### src/sv/rsm_pkg.sv
// ----------------------------------------------------------------------------
// rsm_pkg: shared types and constants of the regex stream matcher
// Pattern metacharacters, register map, element and link types.
// ----------------------------------------------------------------------------
package rsm_pkg;

  localparam int ADDR_W    = 5;
  localparam int DATA_W    = 64;
  localparam int LEN_W     = 5;
  localparam int REG_SEL_W = 2;
  localparam int PAT_BYTES = 16;

  localparam logic [7:0] CH_STAR  = 8'h2A;
  localparam logic [7:0] CH_ANY   = 8'h3F;
  localparam logic [7:0] CH_END   = 8'h24;
  localparam logic [7:0] CH_BEGIN = 8'h5E;
  localparam logic [7:0] CH_NUL   = 8'h00;

  localparam logic [REG_SEL_W-1:0] REG_PAT_LOW  = 2'd0;
  localparam logic [REG_SEL_W-1:0] REG_PAT_HIGH = 2'd1;
  localparam logic [REG_SEL_W-1:0] REG_PAT_LEN  = 2'd2;

  typedef struct packed {
    logic [7:0] lit;
    logic       any;
    logic       star;
  } elem_t;

  typedef struct packed {
    logic cl;
    logic adv;
    logic nx;
  } link_t;

  typedef struct packed {
    logic busy;
    logic anchor_start;
    logic anchor_end;
  } prog_flags_t;

  typedef struct packed {
    logic match_found;
    logic verdict_final;
  } result_t;

  typedef enum logic [2:0] {
    CS_IDLE = 3'b001,
    CS_INIT = 3'b010,
    CS_SCAN = 3'b100
  } cfg_state_t;

endpackage

### src/sv/rsm_stream_ifs.sv
// ----------------------------------------------------------------------------
// rsm_stream_ifs: request channels of the regex stream matcher
// Text channel and result channel, each with valid, ready and payload.
// ----------------------------------------------------------------------------
interface rsm_text_if;
  logic       valid;
  logic       ready;
  logic [7:0] text_byte;
  logic       end_marker;

  modport source (output valid, text_byte, end_marker, input ready);
  modport sink (input valid, text_byte, end_marker, output ready);
endinterface

interface rsm_result_if;
  logic valid;
  logic ready;
  logic match_found;
  logic verdict_final;

  modport source (output valid, match_found, verdict_final, input ready);
  modport sink (input valid, match_found, verdict_final, output ready);
endinterface

### src/sv/rsm_config.sv
// ----------------------------------------------------------------------------
// rsm_config: configuration registers and pattern compiler
// Holds the pattern registers and, after reset and after each write, scans the
// pattern to build the element table and the anchor flags.
// ----------------------------------------------------------------------------
module rsm_config #(
  parameter int MAX_PATTERN = 16
) (
  input  logic                          clk,
  input  logic                          rst,
  input  logic                          psel,
  input  logic                          penable,
  input  logic                          pwrite,
  input  logic [rsm_pkg::ADDR_W-1:0]    paddr,
  input  logic [rsm_pkg::DATA_W-1:0]    pwdata,
  output logic [rsm_pkg::DATA_W-1:0]    prdata,
  output logic                          pready,
  output rsm_pkg::elem_t                elems [MAX_PATTERN],
  output logic [$clog2(MAX_PATTERN+1)-1:0] count,
  output rsm_pkg::prog_flags_t          flags
);
  import rsm_pkg::*;

  localparam int CW = $clog2(MAX_PATTERN + 1);
  localparam int PW = $clog2(MAX_PATTERN + 2);
  localparam int IW = (MAX_PATTERN > 1) ? $clog2(MAX_PATTERN) : 1;

  logic [DATA_W-1:0]        pat_low;
  logic [DATA_W-1:0]        pat_high;
  logic [LEN_W-1:0]         pat_len;
  logic [2*DATA_W-1:0]      pat_all;
  logic [7:0]               pat [MAX_PATTERN];
  logic [CW-1:0]            lenc;
  logic [REG_SEL_W-1:0]     reg_sel;
  logic                     wr;
  cfg_state_t               state;
  logic [PW-1:0]            p;
  logic [PW-1:0]            p1;
  logic [CW-1:0]            t;
  logic                     anchor_start;
  logic                     anchor_end;
  logic                     a0;
  logic                     cur_ok;
  logic                     nxt_ok;
  logic                     nxt_star;
  logic [7:0]               cur_b;
  logic                     elem_we;
  elem_t                    elem_new;

  assign pat_all = {pat_high, pat_low};
  assign reg_sel = paddr[ADDR_W-1:ADDR_W-REG_SEL_W];
  assign wr      = psel & penable & pwrite;
  assign pready  = 1'b1;

  always_comb begin
    for (int i = 0; i < MAX_PATTERN; i++) begin
      pat[i] = pat_all[8*i +: 8];
    end
  end

  always_comb begin
    if (pat_len > LEN_W'(MAX_PATTERN)) begin
      lenc = CW'(MAX_PATTERN);
    end else begin
      lenc = pat_len[CW-1:0];
    end
  end

  always_comb begin
    unique case (reg_sel)
      REG_PAT_LOW:  prdata = pat_low;
      REG_PAT_HIGH: prdata = pat_high;
      REG_PAT_LEN:  prdata = DATA_W'(pat_len);
      default:      prdata = '0;
    endcase
  end

  assign a0       = (lenc != '0) && (pat[0] == CH_BEGIN);
  assign p1       = p + PW'(1);
  assign cur_b    = pat[p[IW-1:0]];
  assign cur_ok   = (p < PW'(lenc)) && (cur_b != CH_NUL);
  assign nxt_ok   = (p1 < PW'(lenc)) && (pat[p1[IW-1:0]] != CH_NUL);
  assign nxt_star = nxt_ok && (pat[p1[IW-1:0]] == CH_STAR);

  always_comb begin
    elem_new.lit  = cur_b;
    elem_new.any  = (cur_b == CH_ANY);
    elem_new.star = nxt_star;
    elem_we = (state == CS_SCAN) && !wr && cur_ok &&
              !(cur_b == CH_END && !nxt_ok && !nxt_star);
  end

  always_ff @(posedge clk) begin
    if (elem_we) begin
      elems[t[IW-1:0]] <= elem_new;
    end
  end

  always_ff @(posedge clk) begin
    if (rst) begin
      pat_low      <= '0;
      pat_high     <= '0;
      pat_len      <= '0;
      state        <= CS_INIT;
      count        <= '0;
      anchor_start <= 1'b0;
      anchor_end   <= 1'b0;
      p            <= '0;
      t            <= '0;
    end else if (wr) begin
      unique case (reg_sel)
        REG_PAT_LOW:  pat_low  <= pwdata;
        REG_PAT_HIGH: pat_high <= pwdata;
        REG_PAT_LEN:  pat_len  <= pwdata[LEN_W-1:0];
        default: ;
      endcase
      state <= CS_INIT;
    end else begin
      unique case (state)
        CS_IDLE: ;
        CS_INIT: begin
          anchor_start <= a0;
          anchor_end   <= 1'b0;
          p            <= a0 ? PW'(1) : '0;
          t            <= '0;
          state        <= CS_SCAN;
        end
        CS_SCAN: begin
          if (cur_ok) begin
            if (nxt_star) begin
              t <= t + CW'(1);
              p <= p + PW'(2);
            end else if (cur_b == CH_END && !nxt_ok) begin
              anchor_end <= 1'b1;
              p          <= p1;
            end else begin
              t <= t + CW'(1);
              p <= p1;
            end
          end else begin
            count <= t;
            state <= CS_IDLE;
          end
        end
        default: state <= CS_INIT;
      endcase
    end
  end

  assign flags.busy         = (state != CS_IDLE);
  assign flags.anchor_start = anchor_start;
  assign flags.anchor_end   = anchor_end;

endmodule

### src/sv/rsm_cell.sv
// ----------------------------------------------------------------------------
// rsm_cell: one position of the bit-parallel NFA
// Holds one live-position bit, matches its element against the text byte and
// passes closure and advance terms to the next cell.
// ----------------------------------------------------------------------------
module rsm_cell #(
  parameter int IDX         = 0,
  parameter int MAX_PATTERN = 16
) (
  input  logic                             clk,
  input  logic                             rst,
  input  rsm_pkg::elem_t                   elem,
  input  logic [$clog2(MAX_PATTERN+1)-1:0] count,
  input  logic                             inject,
  input  logic [7:0]                       text_byte,
  input  logic                             step,
  input  logic                             clear,
  input  rsm_pkg::link_t                   lin,
  output rsm_pkg::link_t                   lout,
  output logic                             acc_cur,
  output logic                             acc_nxt
);
  import rsm_pkg::*;

  localparam int CW = $clog2(MAX_PATTERN + 1);

  logic act;
  logic used;
  logic is_last;
  logic in_range;
  logic cur;
  logic hit;
  logic adv;
  logic nx;

  assign used     = (CW'(IDX) < count);
  assign is_last  = (CW'(IDX) == count);
  assign in_range = (CW'(IDX) <= count);

  assign cur = (act & in_range) | inject | lin.cl;
  assign hit = cur & used & (elem.any | (elem.lit == text_byte));
  assign adv = (hit & elem.star) | lin.adv;
  assign nx  = adv | lin.nx;

  assign lout.cl  = cur & used & elem.star;
  assign lout.adv = hit & ~elem.star;
  assign lout.nx  = nx & used & elem.star;

  assign acc_cur = cur & is_last;
  assign acc_nxt = nx & is_last;

  always_ff @(posedge clk) begin
    if (rst || clear) begin
      act <= 1'b0;
    end else if (step) begin
      act <= nx;
    end
  end

endmodule

### src/sv/regex_stream_matcher.sv
// ----------------------------------------------------------------------------
// regex_stream_matcher: streaming matcher for a small regex
// Text bytes run through a chain of NFA cells programmed from registers.
// ----------------------------------------------------------------------------
// The text channel carries one byte per request, or an end marker that closes
// the current text. Every request yields one result: the sticky found flag,
// and on the end marker the final verdict, after which the state is cleared.
// The pattern is written through the APB port at byte addresses 0, 8 and 16.
// A result is registered when its request is accepted, and one request is
// accepted per cycle while the skid register is empty and the compiler is
// idle; the whole NFA step is one pass along the cell chain. A result
// register and a skid register stand between the channels, so the block
// takes one more request while the receiver stalls and then holds ready low
// until the skid register drains. After reset and after every register write
// the pattern compiler scans the pattern; text ready stays low while it runs.
// Reset clears the live positions and the found flag and marks the start of
// a text.
// ----------------------------------------------------------------------------
module regex_stream_matcher #(
  parameter int MAX_PATTERN = 16
) (
  input  logic                       clk,
  input  logic                       rst,
  rsm_text_if.sink                   text,
  rsm_result_if.source               result,
  input  logic                       psel,
  input  logic                       penable,
  input  logic                       pwrite,
  input  logic [rsm_pkg::ADDR_W-1:0] paddr,
  input  logic [rsm_pkg::DATA_W-1:0] pwdata,
  output logic [rsm_pkg::DATA_W-1:0] prdata,
  output logic                       pready
);
  import rsm_pkg::*;

  localparam int CW = $clog2(MAX_PATTERN + 1);

  elem_t            elems [MAX_PATTERN];
  logic [CW-1:0]    count;
  prog_flags_t      flags;
  link_t            links [MAX_PATTERN+1];
  logic [MAX_PATTERN:0] acc_cur;
  logic [MAX_PATTERN:0] acc_nxt;

  logic    accept;
  logic    step;
  logic    clear;
  logic    inject;
  logic    found;
  logic    at_start;
  logic    found_run;
  result_t res;
  logic    out_valid;
  result_t out_data;
  logic    skid_valid;
  result_t skid_data;
  logic    pop;

  rsm_config #(
    .MAX_PATTERN(MAX_PATTERN)
  ) u_config (
    .clk    (clk),
    .rst    (rst),
    .psel   (psel),
    .penable(penable),
    .pwrite (pwrite),
    .paddr  (paddr),
    .pwdata (pwdata),
    .prdata (prdata),
    .pready (pready),
    .elems  (elems),
    .count  (count),
    .flags  (flags)
  );

  assign links[0] = '0;
  assign inject   = ~flags.anchor_start | at_start;

  for (genvar k = 0; k <= MAX_PATTERN; k++) begin : g_cell
    if (k < MAX_PATTERN) begin : g_elem
      rsm_cell #(
        .IDX        (k),
        .MAX_PATTERN(MAX_PATTERN)
      ) u_cell (
        .clk      (clk),
        .rst      (rst),
        .elem     (elems[k]),
        .count    (count),
        .inject   ((k == 0) ? inject : 1'b0),
        .text_byte(text.text_byte),
        .step     (step),
        .clear    (clear),
        .lin      (links[k]),
        .lout     (links[k+1]),
        .acc_cur  (acc_cur[k]),
        .acc_nxt  (acc_nxt[k])
      );
    end else begin : g_tail
      rsm_cell #(
        .IDX        (k),
        .MAX_PATTERN(MAX_PATTERN)
      ) u_cell (
        .clk      (clk),
        .rst      (rst),
        .elem     ('0),
        .count    (count),
        .inject   ((k == 0) ? inject : 1'b0),
        .text_byte(text.text_byte),
        .step     (step),
        .clear    (clear),
        .lin      (links[k]),
        .lout     (),
        .acc_cur  (acc_cur[k]),
        .acc_nxt  (acc_nxt[k])
      );
    end
  end

  assign text.ready = ~skid_valid & ~flags.busy;
  assign accept     = text.valid & text.ready;
  assign step       = accept & ~text.end_marker;
  assign clear      = accept & text.end_marker;
  assign found_run  = found | (~flags.anchor_end & ((|acc_cur) | (|acc_nxt)));

  always_comb begin
    res.verdict_final = text.end_marker;
    if (text.end_marker) begin
      res.match_found = found | (|acc_cur);
    end else begin
      res.match_found = found_run;
    end
  end

  always_ff @(posedge clk) begin
    if (rst || clear) begin
      found    <= 1'b0;
      at_start <= 1'b1;
    end else if (step) begin
      found    <= found_run;
      at_start <= 1'b0;
    end
  end

  assign pop = out_valid & result.ready;

  always_ff @(posedge clk) begin
    if (rst) begin
      out_valid  <= 1'b0;
      skid_valid <= 1'b0;
    end else if (accept) begin
      if (!out_valid || pop) begin
        out_valid <= 1'b1;
        out_data  <= res;
      end else begin
        skid_valid <= 1'b1;
        skid_data  <= res;
      end
    end else if (pop) begin
      if (skid_valid) begin
        out_data   <= skid_data;
        skid_valid <= 1'b0;
      end else begin
        out_valid <= 1'b0;
      end
    end
  end

  assign result.valid         = out_valid;
  assign result.match_found   = out_data.match_found;
  assign result.verdict_final = out_data.verdict_final;

endmodule

### src/flat_wrapper.sv
// flat-port wrapper written by rule: the top's interface ports become plain ports
module regex_stream_matcher_flat import rsm_pkg::*;
#(
  parameter int MAX_PATTERN = 16
)
  (clk, rst, psel, penable, pwrite, paddr, pwdata, prdata, pready, text_valid, text_text_byte, text_end_marker, text_ready, result_valid, result_match_found, result_verdict_final, result_ready);
  rsm_text_if text_i ();
  rsm_result_if result_i ();
  input  logic clk;
  input  logic rst;
  input  logic psel;
  input  logic penable;
  input  logic pwrite;
  input  logic [rsm_pkg::ADDR_W-1:0] paddr;
  input  logic [rsm_pkg::DATA_W-1:0] pwdata;
  output logic [rsm_pkg::DATA_W-1:0] prdata;
  output logic pready;
  input wire logic [$bits(text_i.valid)-1:0] text_valid;
  input wire logic [$bits(text_i.text_byte)-1:0] text_text_byte;
  input wire logic [$bits(text_i.end_marker)-1:0] text_end_marker;
  output wire logic [$bits(text_i.ready)-1:0] text_ready;
  output wire logic [$bits(result_i.valid)-1:0] result_valid;
  output wire logic [$bits(result_i.match_found)-1:0] result_match_found;
  output wire logic [$bits(result_i.verdict_final)-1:0] result_verdict_final;
  input wire logic [$bits(result_i.ready)-1:0] result_ready;
  assign text_i.valid = text_valid;
  assign text_i.text_byte = text_text_byte;
  assign text_i.end_marker = text_end_marker;
  assign text_ready = text_i.ready;
  assign result_valid = result_i.valid;
  assign result_match_found = result_i.match_found;
  assign result_verdict_final = result_i.verdict_final;
  assign result_i.ready = result_ready;
  regex_stream_matcher #(.MAX_PATTERN(MAX_PATTERN)) u_core (.clk(clk), .rst(rst), .text(text_i), .result(result_i), .psel(psel), .penable(penable), .pwrite(pwrite), .paddr(paddr), .pwdata(pwdata), .prdata(prdata), .pready(pready));
endmodule
### config.mk
export PLATFORM = sky130hd
export DESIGN_NAME = regex_stream_matcher_flat
export DESIGN_NICKNAME = d
export VERILOG_FILES = /design/src/sv/rsm_pkg.sv /design/src/sv/rsm_stream_ifs.sv /design/src/sv/rsm_config.sv /design/src/sv/rsm_cell.sv /design/src/sv/regex_stream_matcher.sv /design/src/flat_wrapper.sv
export SDC_FILE = /design/constraint.sdc
export NUM_CORES = 1
export LEC_CHECK = 0
export ABC_CLOCK_PERIOD_IN_PS = 8150
export BUFFER_PORTS_ARGS = -buffer_cell sky130_fd_sc_hd__buf_2
export CORE_MARGIN = 8
export CORE_UTILIZATION = 35
export CTS_BUF_LIST = sky130_fd_sc_hd__clkbuf_4 sky130_fd_sc_hd__clkbuf_8
export CTS_CLUSTER_SIZE = 16
export DETAILED_ROUTE_END_ITERATION = 16
export MAX_ROUTING_LAYER = met4
export PLACE_DENSITY_LB_ADDON = 0.05
export SYNTH_ARGS = -nofsm -noshare
export SYNTH_HDL_FRONTEND = slang
export SYNTH_SLANG_ARGS = --single-unit
### constraint.sdc
create_clock -name clk -period 8.15 [get_ports clk]
set_clock_uncertainty 0.2 [all_clocks]
set_input_delay 1.63 -clock clk [delete_from_list [all_inputs] [get_ports clk]]
set_output_delay 1.63 -clock clk [all_outputs]
set_load 0.01 [all_outputs]
After elaboration in Yosys (flattened, before gate mapping)
Index checks and enable logic that the tools add are counted.
{ "word_totals": {"ff_bits": 338, "in_bits": 85, "elab_cells": 521} }
{ "op_classes": {"addsub": 3, "magnitude_cmp": 40, "n_eq_ne": 50, "muxes": 37, "bitwise_logic": 268, "reduce_logical": 41} }
{ "op_table": {"columns": ["op", "count"], "rows": [
  ["one-hot mux 64 bit (3 select lines)", 1],
  ["AND 1 bit", 171],
  ["bitwise mux 160 bit", 1],
  ["equality test 8 bit", 16],
  ["OR 1 bit", 68],
  ["binary-select mux 8 bit (select 4 bit)", 2],
  ["demux 10 bit (select 4 bit)", 1],
  ["equality test 4 x 5 -> 1 bit, first input constant", 8],
  ["less-or-equal comparator 4 x 5 -> 1 bit, first input constant", 8],
  ["< comparator 4 x 5 -> 1 bit, first input constant", 8],
  ["OR reduction 17 bit", 2],
  ["two-way mux 8 bit", 4],
  ["two-way mux 5 bit", 6],
  ["NOT 1 bit", 26],
  ["equality test 8 x 6 -> 1 bit, second input constant", 3],
  ["equality test 3 x 5 -> 1 bit, first input constant", 4],
  ["less-or-equal comparator 3 x 5 -> 1 bit, first input constant", 4],
  ["< comparator 3 x 5 -> 1 bit, first input constant", 4],
  ["one-hot mux 5 bit (2 select lines)", 2],
  ["nonzero test 8 bit", 2],
  [">= comparator 5 bit, second input constant", 3],
  ["NOT 4 -> 5 bit", 3],
  ["two-way mux 1 bit", 12],
  ["AND reduction 2 bit", 6],
  ["other kinds (39)", 74]
]} }

Logic depth before layout (Yosys ltp)
Gate-level depths: netlist (run 1).
{ "logic_depth": {"word_depth": 64, "depth_mapped": 15, "mapped_depth_nobuf": 13} }

Modules after synthesis
Synthesis (run 1) repeated with hierarchy kept, for this count alone.
{ "hier_totals": {"hier_cells": 1925, "hier_area_um2": 18849.3} }
{ "by_module_without_submodules": {"columns": ["mod", "instances", "cells_per_inst", "area_each_um2", "seq_area_each_um2"], "rows": [
  ["rsm_config", 1, 1320, 14143.6, 7867.5],
  ["regex_stream_matcher", 1, 49, 436.7, 200.2],
  ["rsm_cell at u_core.g_cell[13].g_elem.u_cell", 1, 36, 289.0, 20.0],
  ["rsm_cell at u_core.g_cell[8].g_elem.u_cell", 1, 35, 279.0, 20.0],
  ["rsm_cell at u_core.g_cell[9].g_elem.u_cell", 1, 38, 275.3, 20.0],
  ["rsm_cell at u_core.g_cell[12].g_elem.u_cell", 1, 33, 270.3, 20.0],
  ["rsm_cell at u_core.g_cell[11].g_elem.u_cell", 1, 36, 269.0, 20.0],
  ["rsm_cell at u_core.g_cell[2].g_elem.u_cell", 1, 32, 262.8, 20.0],
  ["rsm_cell at u_core.g_cell[3].g_elem.u_cell", 1, 32, 255.2, 20.0],
  ["rsm_cell at u_core.g_cell[7].g_elem.u_cell", 1, 29, 254.0, 20.0],
  ["rsm_cell at u_core.g_cell[4].g_elem.u_cell", 1, 37, 252.7, 20.0],
  ["rsm_cell at u_core.g_cell[10].g_elem.u_cell", 1, 34, 249.0, 20.0],
  ["rsm_cell at u_core.g_cell[0].g_elem.u_cell", 1, 32, 245.2, 20.0],
  ["rsm_cell at u_core.g_cell[16].g_tail.u_cell", 1, 33, 245.2, 20.0],
  ["5 more rows", null, null, null, null]
]} }

Least setup slack after synthesis (run 1)
OpenSTA, ideal clock, no wires.
{ "synth_timing": {"path_kind": "input to output", "start": "input port paddr[3] in the netlist's numbering", "end": "output port prdata[4] in the netlist's numbering", "t_arrival_ps": 3046, "required_ps": 6320, "setup_slack_ps": 3274, "path_stages": 5, "path_buffers": 3, "cell_sequence": "clkbuf_1 -> buf_1 -> buf_1 -> mux2i_1 -> o21ai_0"} }
{ "synth_via": {"elab_chain_cells": 2, "word_cells_on_any_way": 4} }
{ "synth_lines": {"columns": ["item", "line_no", "rtl"], "rows": [
  ["start, declared", "flat_wrapper.sv:14", "input logic [rsm_pkg::ADDR_W-1:0] paddr;"],
  ["equality test 2 bit (tied with other cells)", "rsm_config.sv:70", "unique case (reg_sel)"],
  ["one-hot mux 64 bit (3 select lines) (*)", "rsm_config.sv:70", null],
  ["end, declared", "flat_wrapper.sv:16", "output logic [rsm_pkg::DATA_W-1:0] prdata;"]
]} }
Mark *: on every way between the ends. The rest lies on a longest branch, timed or not.

Final worst setup path (run 1)
Same ends and word-level chain as after synthesis.

==> results of run 1 <==
[state kept, by name, indices dropped and copies added, names as in the netlist]
name                             count
u_core.u_config.elems              160
u_core.result.valid                  1
u_core.found                         1
u_core.u_config.state                3
u_core.u_config.pat_low             64
u_core.u_config.pat_high            64
u_core.u_config.pat_len              5
u_core.u_config.t                    5
u_core.result.match_found            1
u_core.u_config.count                5
u_core.g_cell.g_tail.u_cell.act      1
u_core.g_cell.g_elem.u_cell.act     16
u_core.u_config.p                    5
u_core.u_config.anchor_end           1
u_core.at_start                      1
u_core.u_config.anchor_start         1
u_core.skid_valid                    1
u_core.result.verdict_final          1
u_core.skid_data                     2
[metal layers]
layer  wire length [um]  global-route usage  vias up  share of wire
met5                  0                   -        -              0
met4               1470              0.0596        0          0.024
met3               2480              0.0321       96          0.041
met2              30900               0.353      439           0.51
met1              26200               0.253     7253           0.43
li1                   -                   -     6928              -
[metrics by stage]
stage                     instance area, um2  worst slack (ns)  cells  power [mW]
after floorplan                        18000              3.27   1845        1.96
after global placement                 19200              2.63   2572        2.04
after detailed placement               19200              2.61   2572        2.04
after CTS                              20600              2.64   2691        3.87
after global routing                   20600              2.48   2691        3.96
final                                  20600              2.64   2691        3.82
[cell usage after synthesis, types with 8 or more instances]
master,instances,area [um2]
sky130_fd_sc_hd__clkbuf_1,73,274
sky130_fd_sc_hd__nor2_1,171,642
sky130_fd_sc_hd__nor3_1,37,185
sky130_fd_sc_hd__mux2i_1,80,801
sky130_fd_sc_hd__nor4_1,44,275
sky130_fd_sc_hd__ha_1,14,175
sky130_fd_sc_hd__inv_1,19,71.3
sky130_fd_sc_hd__buf_1,13,48.8
sky130_fd_sc_hd__nand2b_1,9,56.3
sky130_fd_sc_hd__edfxtp_1,164,4920
sky130_fd_sc_hd__a211oi_1,21,158
sky130_fd_sc_hd__nand2_1,332,1250
sky130_fd_sc_hd__nand3_1,14,70.1
sky130_fd_sc_hd__o21ai_0,34,170
sky130_fd_sc_hd__xor2_1,121,1060
sky130_fd_sc_hd__nand4_1,9,56.3
sky130_fd_sc_hd__dfxtp_1,174,3480
sky130_fd_sc_hd__a21oi_1,204,1020
sky130_fd_sc_hd__o21ai_1,10,50.1
sky130_fd_sc_hd__mux4_2,53,1190
sky130_fd_sc_hd__a21o_1,11,82.6
sky130_fd_sc_hd__xnor2_1,14,123
sky130_fd_sc_hd__buf_2,27,135
sky130_fd_sc_hd__nor4b_1,8,70.1
sky130_fd_sc_hd__and3_1,9,56.3
[power by group]
group	switching (mW)	internal, mW
clock network	0.769	1.04
registers	0.0174	1.78
logic	0.131	0.0749
[worst paths after layout]
check	startpoint	end
setup / recovery	paddr[3]	prdata[4]
hold / removal	u_core.g_cell[8].g_elem.u_cell.act	u_core.g_cell[8].g_elem.u_cell.act
setup reg to reg	u_core.u_config.p[1]	u_core.u_config.elems[116]
hold reg to reg	u_core.g_cell[8].g_elem.u_cell.act	u_core.g_cell[8].g_elem.u_cell.act
[layout make-up]
class | instances | area, um2
fillers | 5145 | 30500
clock inverters | 17 | 143
flip-flops and latches | 338 | 8410
well taps | 680 | 851
multi-input cells | 1365 | 8990
clock buffers | 102 | 1250
repair buffers | 170 | 908
inverters | 19 | 71.3
[layout by cell type (no fill, tap or decap), types with 10 or more instances in the layout]
cell | synthesis | layout
sky130_fd_sc_hd__clkbuf_8 | 0 | 78
sky130_fd_sc_hd__ha_1 | 14 | 14
sky130_fd_sc_hd__buf_4 | 5 | 23
sky130_fd_sc_hd__nand3_1 | 14 | 14
sky130_fd_sc_hd__nor2_1 | 171 | 171
sky130_fd_sc_hd__o21ai_0 | 34 | 34
sky130_fd_sc_hd__a21o_1 | 11 | 11
sky130_fd_sc_hd__o21ai_1 | 10 | 10
sky130_fd_sc_hd__xnor2_1 | 14 | 14
sky130_fd_sc_hd__mux2i_1 | 80 | 80
sky130_fd_sc_hd__mux4_2 | 53 | 53
sky130_fd_sc_hd__a211oi_1 | 21 | 21
sky130_fd_sc_hd__nor3_1 | 37 | 36
sky130_fd_sc_hd__xor2_1 | 121 | 121
sky130_fd_sc_hd__nor4_1 | 44 | 43
sky130_fd_sc_hd__clkbuf_4 | 0 | 24
sky130_fd_sc_hd__a21oi_1 | 204 | 204
sky130_fd_sc_hd__inv_1 | 19 | 19
sky130_fd_sc_hd__nand2_1 | 332 | 331
sky130_fd_sc_hd__edfxtp_1 | 164 | 164
sky130_fd_sc_hd__buf_2 | 27 | 147
sky130_fd_sc_hd__dfxtp_1 | 174 | 172
[logic make-up after synthesis]
kind of cell / count (synthesis)
AO/OA/AOI/OAI: 393
XOR/XNOR: 135
adder cells (fa/ha/maj): 14
buffers and inverters: 142
flip-flops: 338
multiplexers: 133
other: 1
AND/OR/NAND/NOR: 689
[worst max-delay path: stages]
cell and delay [ns]:
sky130_fd_sc_hd__buf_4 0.45, sky130_fd_sc_hd__buf_4 0.70, sky130_fd_sc_hd__nor2b_1 0.27, sky130_fd_sc_hd__nand2_1 0.18, sky130_fd_sc_hd__o21ai_0 0.15, sky130_fd_sc_hd__buf_2 0.20
==> summary.md, run 1 <==
| Metric | Value |
|---|---|
| Post-Synthesis Net Count | 1,944 |
| Max_cap viols | 0 |
| DRT iter0 DRCs | 967 |
| Required time worst endpoint | 6.32 ns |
| Worst slew margin | 0.234 |
| Class of the tightest hold or removal check | flip-flop to flip-flop |
| Clk pin slew, worst setup/hold paths | 0.06 ns |
| Antenna Cells | 0 |
| Number of unique standard cell types used by synthesis | 89 |
| Final Hold Fails | 0 |
| H-tree Lvls | 3 |
| Area of the core region | 51,100 um2 |
| Count of hold buffers inserted by post-cts repair | 0 |
| Number of antenna violations at the first check in global routing | 0 |
| # rows | 83 |
| Slew at the pin closest to its max-slew limit | 1.15 ns |
| Height of the die | 243 um |
| Clock network latency to the later pin of the worst-skew pair | 0.63 ns |
| Maximum number of pins on one net before global-route repair | 74 |
| PD cells | 185 nW/um2 |
| Ys async rst share | 0 |
| CTS tree | built |
| Area of the mapped netlist | 18,000 um2 |
| Summed negative setup slack over all endpoints | 0 ns |
| Number of iterations in the first detailed-routing pass | 5 |
| Clock Tree Buf Depth | 3 |
| Number of primary I/O pins | 154 |
| Sink count of the clock tree | 338 |
| Synthesized area divided by synthesized cell count | 9.75 um2 |
| Xor-xnor portion of the synthesized cell area | 0.0657 |
| Remaining number of nets flagged by the antenna check after routing | 0 |
| Hpwl dp | 41.6 mm |
| Number of pins with negative max-slew slack in the final report | 0 |
| Setup fix buffers added after clock tree synthesis | 0 |
| Global-route usage over all layers | 0.207 |
| Area enclosed by the die boundary | 58,900 um2 |
| Number of warnings issued by yosys | 0 |
| Sequential-to-total area share from yosys stat | 0.467 |
| Number of buffers created by CTS | 67 |
| PortBufs | 149 |
| Critical path arrival | 3.68 ns |
| Effective utilization at floorplan | 0.352 |
| Final Util | 0.404 |
| Status | complete, no violations |
| Crit-path max FO | 40 |
| Min-Delay Path Depth | 2 |
| RSZ-0062 raised after global routing | no |
| Kind of end point of the critical path | primary output |
| Share of post-route cells with drive strength above 1 | 0.184 |
| Vias per cell | 5.47 |
| Gate Count Post-Synth | 1,845 |
| Minimum hold slack | 0.261 ns |
| PostCTS Resize Cnt | 0 |
| Total grt overflow | 0 |
| Routed Wire Length | 61.0 mm |
| Critical Path Start Type | primary input |
| Number of synthesized flops with an enable pin | 164 |
| DRC viols | 0 |
| Path type of the worst setup path | primary input to primary output |
| Shortest period the worst path allows | 5.51 ns |
| Primary flip-flop cell chosen by synthesis mapping | sky130_fd_sc_hd__dfxtp_1 |
| Last weighted congestion value of the routability-driven placer | 0.894 |
| Slack of the worst reg-to-reg path | 2.74 ns |
| Width of the chip | 243 um |
| Largest family of logic cells by synthesized area | simple AND/OR/NAND/NOR gates |
| Fraction of the mapped netlist area in compound gates | 0.137 |
| Wire length of the first global-routing pass | 93.1 mm |
| Clock tree root buffer cell | sky130_fd_sc_hd__clkbuf_8 |
| Total number of vias | 14.7k |
| Final-report setup violation count | 0 |
| R2R cell count | 12 |
| Fmax | 182 MHz |
| Vias in the first global route | 14.7k |
| Adder-cell area share of the yosys netlist | 0.00974 |
| Multiplexer fraction of the synthesized cell area | 0.111 |
| Highest ir drop seen on vdd | 0.000102 V |
| Area growth from synthesis to layout | 14.6% |
| Flops & latches, synth | 338 |
| Number of nets in the final layout | 2,060 |
| Lkg Pwr | 7.06 nW |
| Post-route fraction of the period consumed by the critical path | 0.676 |
| Routed wire length per instance | 22.7 um |
| Fraction of the mapped netlist area in simple logic gates | 0.174 |
Note: power is estimated with default switching activity, not from simulation.
==> run 2, diff against run 1 <==
--- a/config.mk
+++ b/config.mk
@@ -5,7 +5,7 @@
 export SDC_FILE = /design/constraint.sdc
 export NUM_CORES = 1
 export LEC_CHECK = 0
-export ABC_CLOCK_PERIOD_IN_PS = 8150
+export ABC_CLOCK_PERIOD_IN_PS = 5300
 export BUFFER_PORTS_ARGS = -buffer_cell sky130_fd_sc_hd__buf_2
 export CORE_MARGIN = 8
 export CORE_UTILIZATION = 35
==> constraint.sdc (replaced) <==
create_clock -name clk -period 5.3 [get_ports clk]
set_clock_uncertainty 0.2 [all_clocks]
set_input_delay 1.06 -clock clk [delete_from_list [all_inputs] [get_ports clk]]
set_output_delay 1.06 -clock clk [all_outputs]
set_load 0.01 [all_outputs]
==> run 2 against run 1 <==
Net effect:
- combinational power up 59%
- wire length up 0.40%
- sequential power is 53% higher
- critical endpoint is now u_core.u_config.elems[120]
==> summary.md, run 2 (synthesis results as in run 1) <==
| Metric | Value |
|---|---|
| Global-route usage over all layers | 0.208 |
| Required time worst endpoint | 5.46 ns |
| Worst hold endpoint | u_core.g_cell[2].g_elem.u_cell.act |
| Lkg Pwr | 7.20 nW |
| H-tree Lvls | 2 |
| Vias per cell | 5.42 |
| Area of the core region | 51,100 um2 |
| Number of buffers created by CTS | 60 |
| Status | complete, no violations |
| Area enclosed by the die boundary | 58,900 um2 |
| Width of the chip | 243 um |
| Commonest non-fill, non-tap cell in the layout | sky130_fd_sc_hd__nand2_1 |
| Internal Power | 4.33 mW |
| Number of antenna violations at the first check in global routing | 0 |
| Fmax | 218 MHz |
| Shortest period the worst path allows | 4.59 ns |
| Effective utilization at floorplan | 0.352 |
| PortBufs | 149 |
| Sink count of the clock tree | 338 |
| Number of primary I/O pins | 154 |
| Post-layout instance count excluding filler cells | 2,713 |
| PD cells | 274 nW/um2 |
| Setup fix buffers added after clock tree synthesis | 0 |
| Wire length of the first global-routing pass | 93.4 mm |
| Total grt overflow | 0 |
| Switching power total | 1.37 mW |
| Flip-flop count of the largest register after layout | 160 |
| Summed negative setup slack over all endpoints | 0 ns |
| Number of iterations in the first detailed-routing pass | 5 |
| Max_cap viols | 0 |
| Total number of vias | 14.7k |
| PostCTS Resize Cnt | 0 |
| Final-report setup violation count | 0 |
| Hpwl dp | 42.6 mm |
| Critical Path Start Type | flip-flop |
| Post-route fraction of the period consumed by the critical path | 0.866 |
| DRC viols | 0 |
| Crit-path max FO | 25 |
| Maximum number of pins on one net before global-route repair | 170 |
| RSZ-0062 raised after global routing | no |
| Final Hold Fails | 0 |
| Area of all placed cells without fillers | 20,800 um2 |
| Area growth from synthesis to layout | 15.6% |
| Critical path arrival | 4.75 ns |
| Antenna Cells | 0 |
| Vias in the first global route | 14.7k |
| Highest ir drop seen on vdd | 0.000174 V |
| Power share of the clock group | 0.458 |
| Height of the die | 243 um |
| Count of hold buffers inserted by post-cts repair | 0 |
| Routed wire length per instance | 22.6 um |
| Endpoint of the lowest-slack register-to-register path | u_core.u_config.elems[120] |
| Fill cell instance count of the final layout | 5,218 |
| Kind of end point of the critical path | flip-flop |
| Path type of the worst setup path | flip-flop to flip-flop |
| DRT iter0 DRCs | 904 |
| Last weighted congestion value of the routability-driven placer | 0.924 |
| Net switching fraction of the power | 0.240 |
| Share of post-route cells with drive strength above 1 | 0.196 |
| Routed Wire Length | 61.3 mm |
| R2R cell count | 13 |
| CTS tree | built |
| Final Util | 0.407 |
| Clk pin slew, worst setup/hold paths | 0.06 ns |
| Share of total power in combinational logic | 0.058 |
| Clock tree root buffer cell | sky130_fd_sc_hd__clkbuf_8 |
| Commonest non-fill, non-tap cells in the layout | 331 x sky130_fd_sc_hd__nand2_1, 204 x sky130_fd_sc_hd__a21oi_1, 172 x sky130_fd_sc_hd__dfxtp_1 |
| Slew at the pin closest to its max-slew limit | 0.929 ns |
| # rows | 83 |
| Post-Place Cell Area | 19,500 um2 |
| Cells after DPL | 2,604 |
| Number of pins with negative max-slew slack in the final report | 0 |
| Part of the total power dissipated in sequential elements | 0.484 |
| Startpoint of the worst hold path | u_core.g_cell[2].g_elem.u_cell.act |
| Startpoint of the most critical register-to-register path | u_core.u_config.p[0] |
| Min-Delay Path Depth | 2 |
| Clock network latency to the later pin of the worst-skew pair | 0.66 ns |
| Worst slew margin | 0.380 |
| Slack of the worst reg-to-reg path | 0.71 ns |
| Class of the tightest hold or removal check | flip-flop to flip-flop |
| Number of nets in the final layout | 2,085 |
| Remaining number of nets flagged by the antenna check after routing | 0 |
| Clock Tree Buf Depth | 3 |
## run 2: metrics by stage
stage / total power, mW / setup slack (ns) / hold slack [ns]
detailed placement: 3.15 / 0.507 / 0.252
CTS: 5.78 / 0.729 / 0.260
global route: 5.91 / 0.353 / 0.276
floorplan: 3.02 / 1.27 / 0.232
global placement: 3.14 / 0.481 / 0.254
finish: 5.70 / 0.708 / 0.267
## run 2: how the worst max path moves through the flow
| stage | startpoint | end | depth (start not counted) |
|---|---|---|---|
| floorplan | u_core.u_config.p[1] | u_core.u_config.elems[130] | 12 |
| global placement | text_text_byte[5] | u_core.result.match_found | 13 |
| detailed placement | text_text_byte[5] | u_core.result.match_found | 13 |
| CTS | u_core.u_config.p[0] | u_core.u_config.elems[121] | 11 |
| global route | u_core.u_config.p[0] | u_core.u_config.elems[121] | 13 |
| finish | u_core.u_config.p[0] | u_core.u_config.elems[120] | 13 |
## run 2: area by class of cell
type	instances	area, um2	area share
sequential	338	8410	0.404
timing repair buffer	202	1170	0.0564
multi-input combinational	1365	8990	0.432
tap	680	851	0.0409
inverter	19	71.3	0.00343
clock buffer	95	1190	0.0571
clock inverter	14	120	0.00577
## run 2: layer usage
layer	up-vias	share of wire	track usage	routed length, um
li1	6975	-	-	-
met1	7262	0.43	0.255	26600
met2	362	0.50	0.353	30700
met3	98	0.034	0.0251	2100
met4	0	0.031	0.0700	1890
met5	-	0	-	0
## run 2: power groups by stage
| stage | combinational, mW | clock, mW | sequential [mW] |
|---|---|---|---|
| floorplan | 0.216 | 0 | 2.80 |
| global placement | 0.332 | 0 | 2.81 |
| detailed placement | 0.334 | 0 | 2.81 |
| CTS | 0.335 | 2.69 | 2.76 |
| global route | 0.360 | 2.80 | 2.76 |
| finish | 0.328 | 2.61 | 2.76 |
## run 2: worst max-delay path, cell delays in order, from the launching register on
cell	delay, ns
sky130_fd_sc_hd__dfxtp_4	0.45
sky130_fd_sc_hd__ha_1	0.78
sky130_fd_sc_hd__buf_4	0.37
sky130_fd_sc_hd__nor4_1	0.07
sky130_fd_sc_hd__a211oi_1	0.24
sky130_fd_sc_hd__a21oi_1	0.13
sky130_fd_sc_hd__and3_1	0.23
sky130_fd_sc_hd__o31ai_1	0.34
sky130_fd_sc_hd__nor4_1	0.14
sky130_fd_sc_hd__o21a_1	0.25
sky130_fd_sc_hd__nor2_1	0.33
sky130_fd_sc_hd__nand2_1	0.22
sky130_fd_sc_hd__nor3_1	0.29
sky130_fd_sc_hd__buf_4	0.26
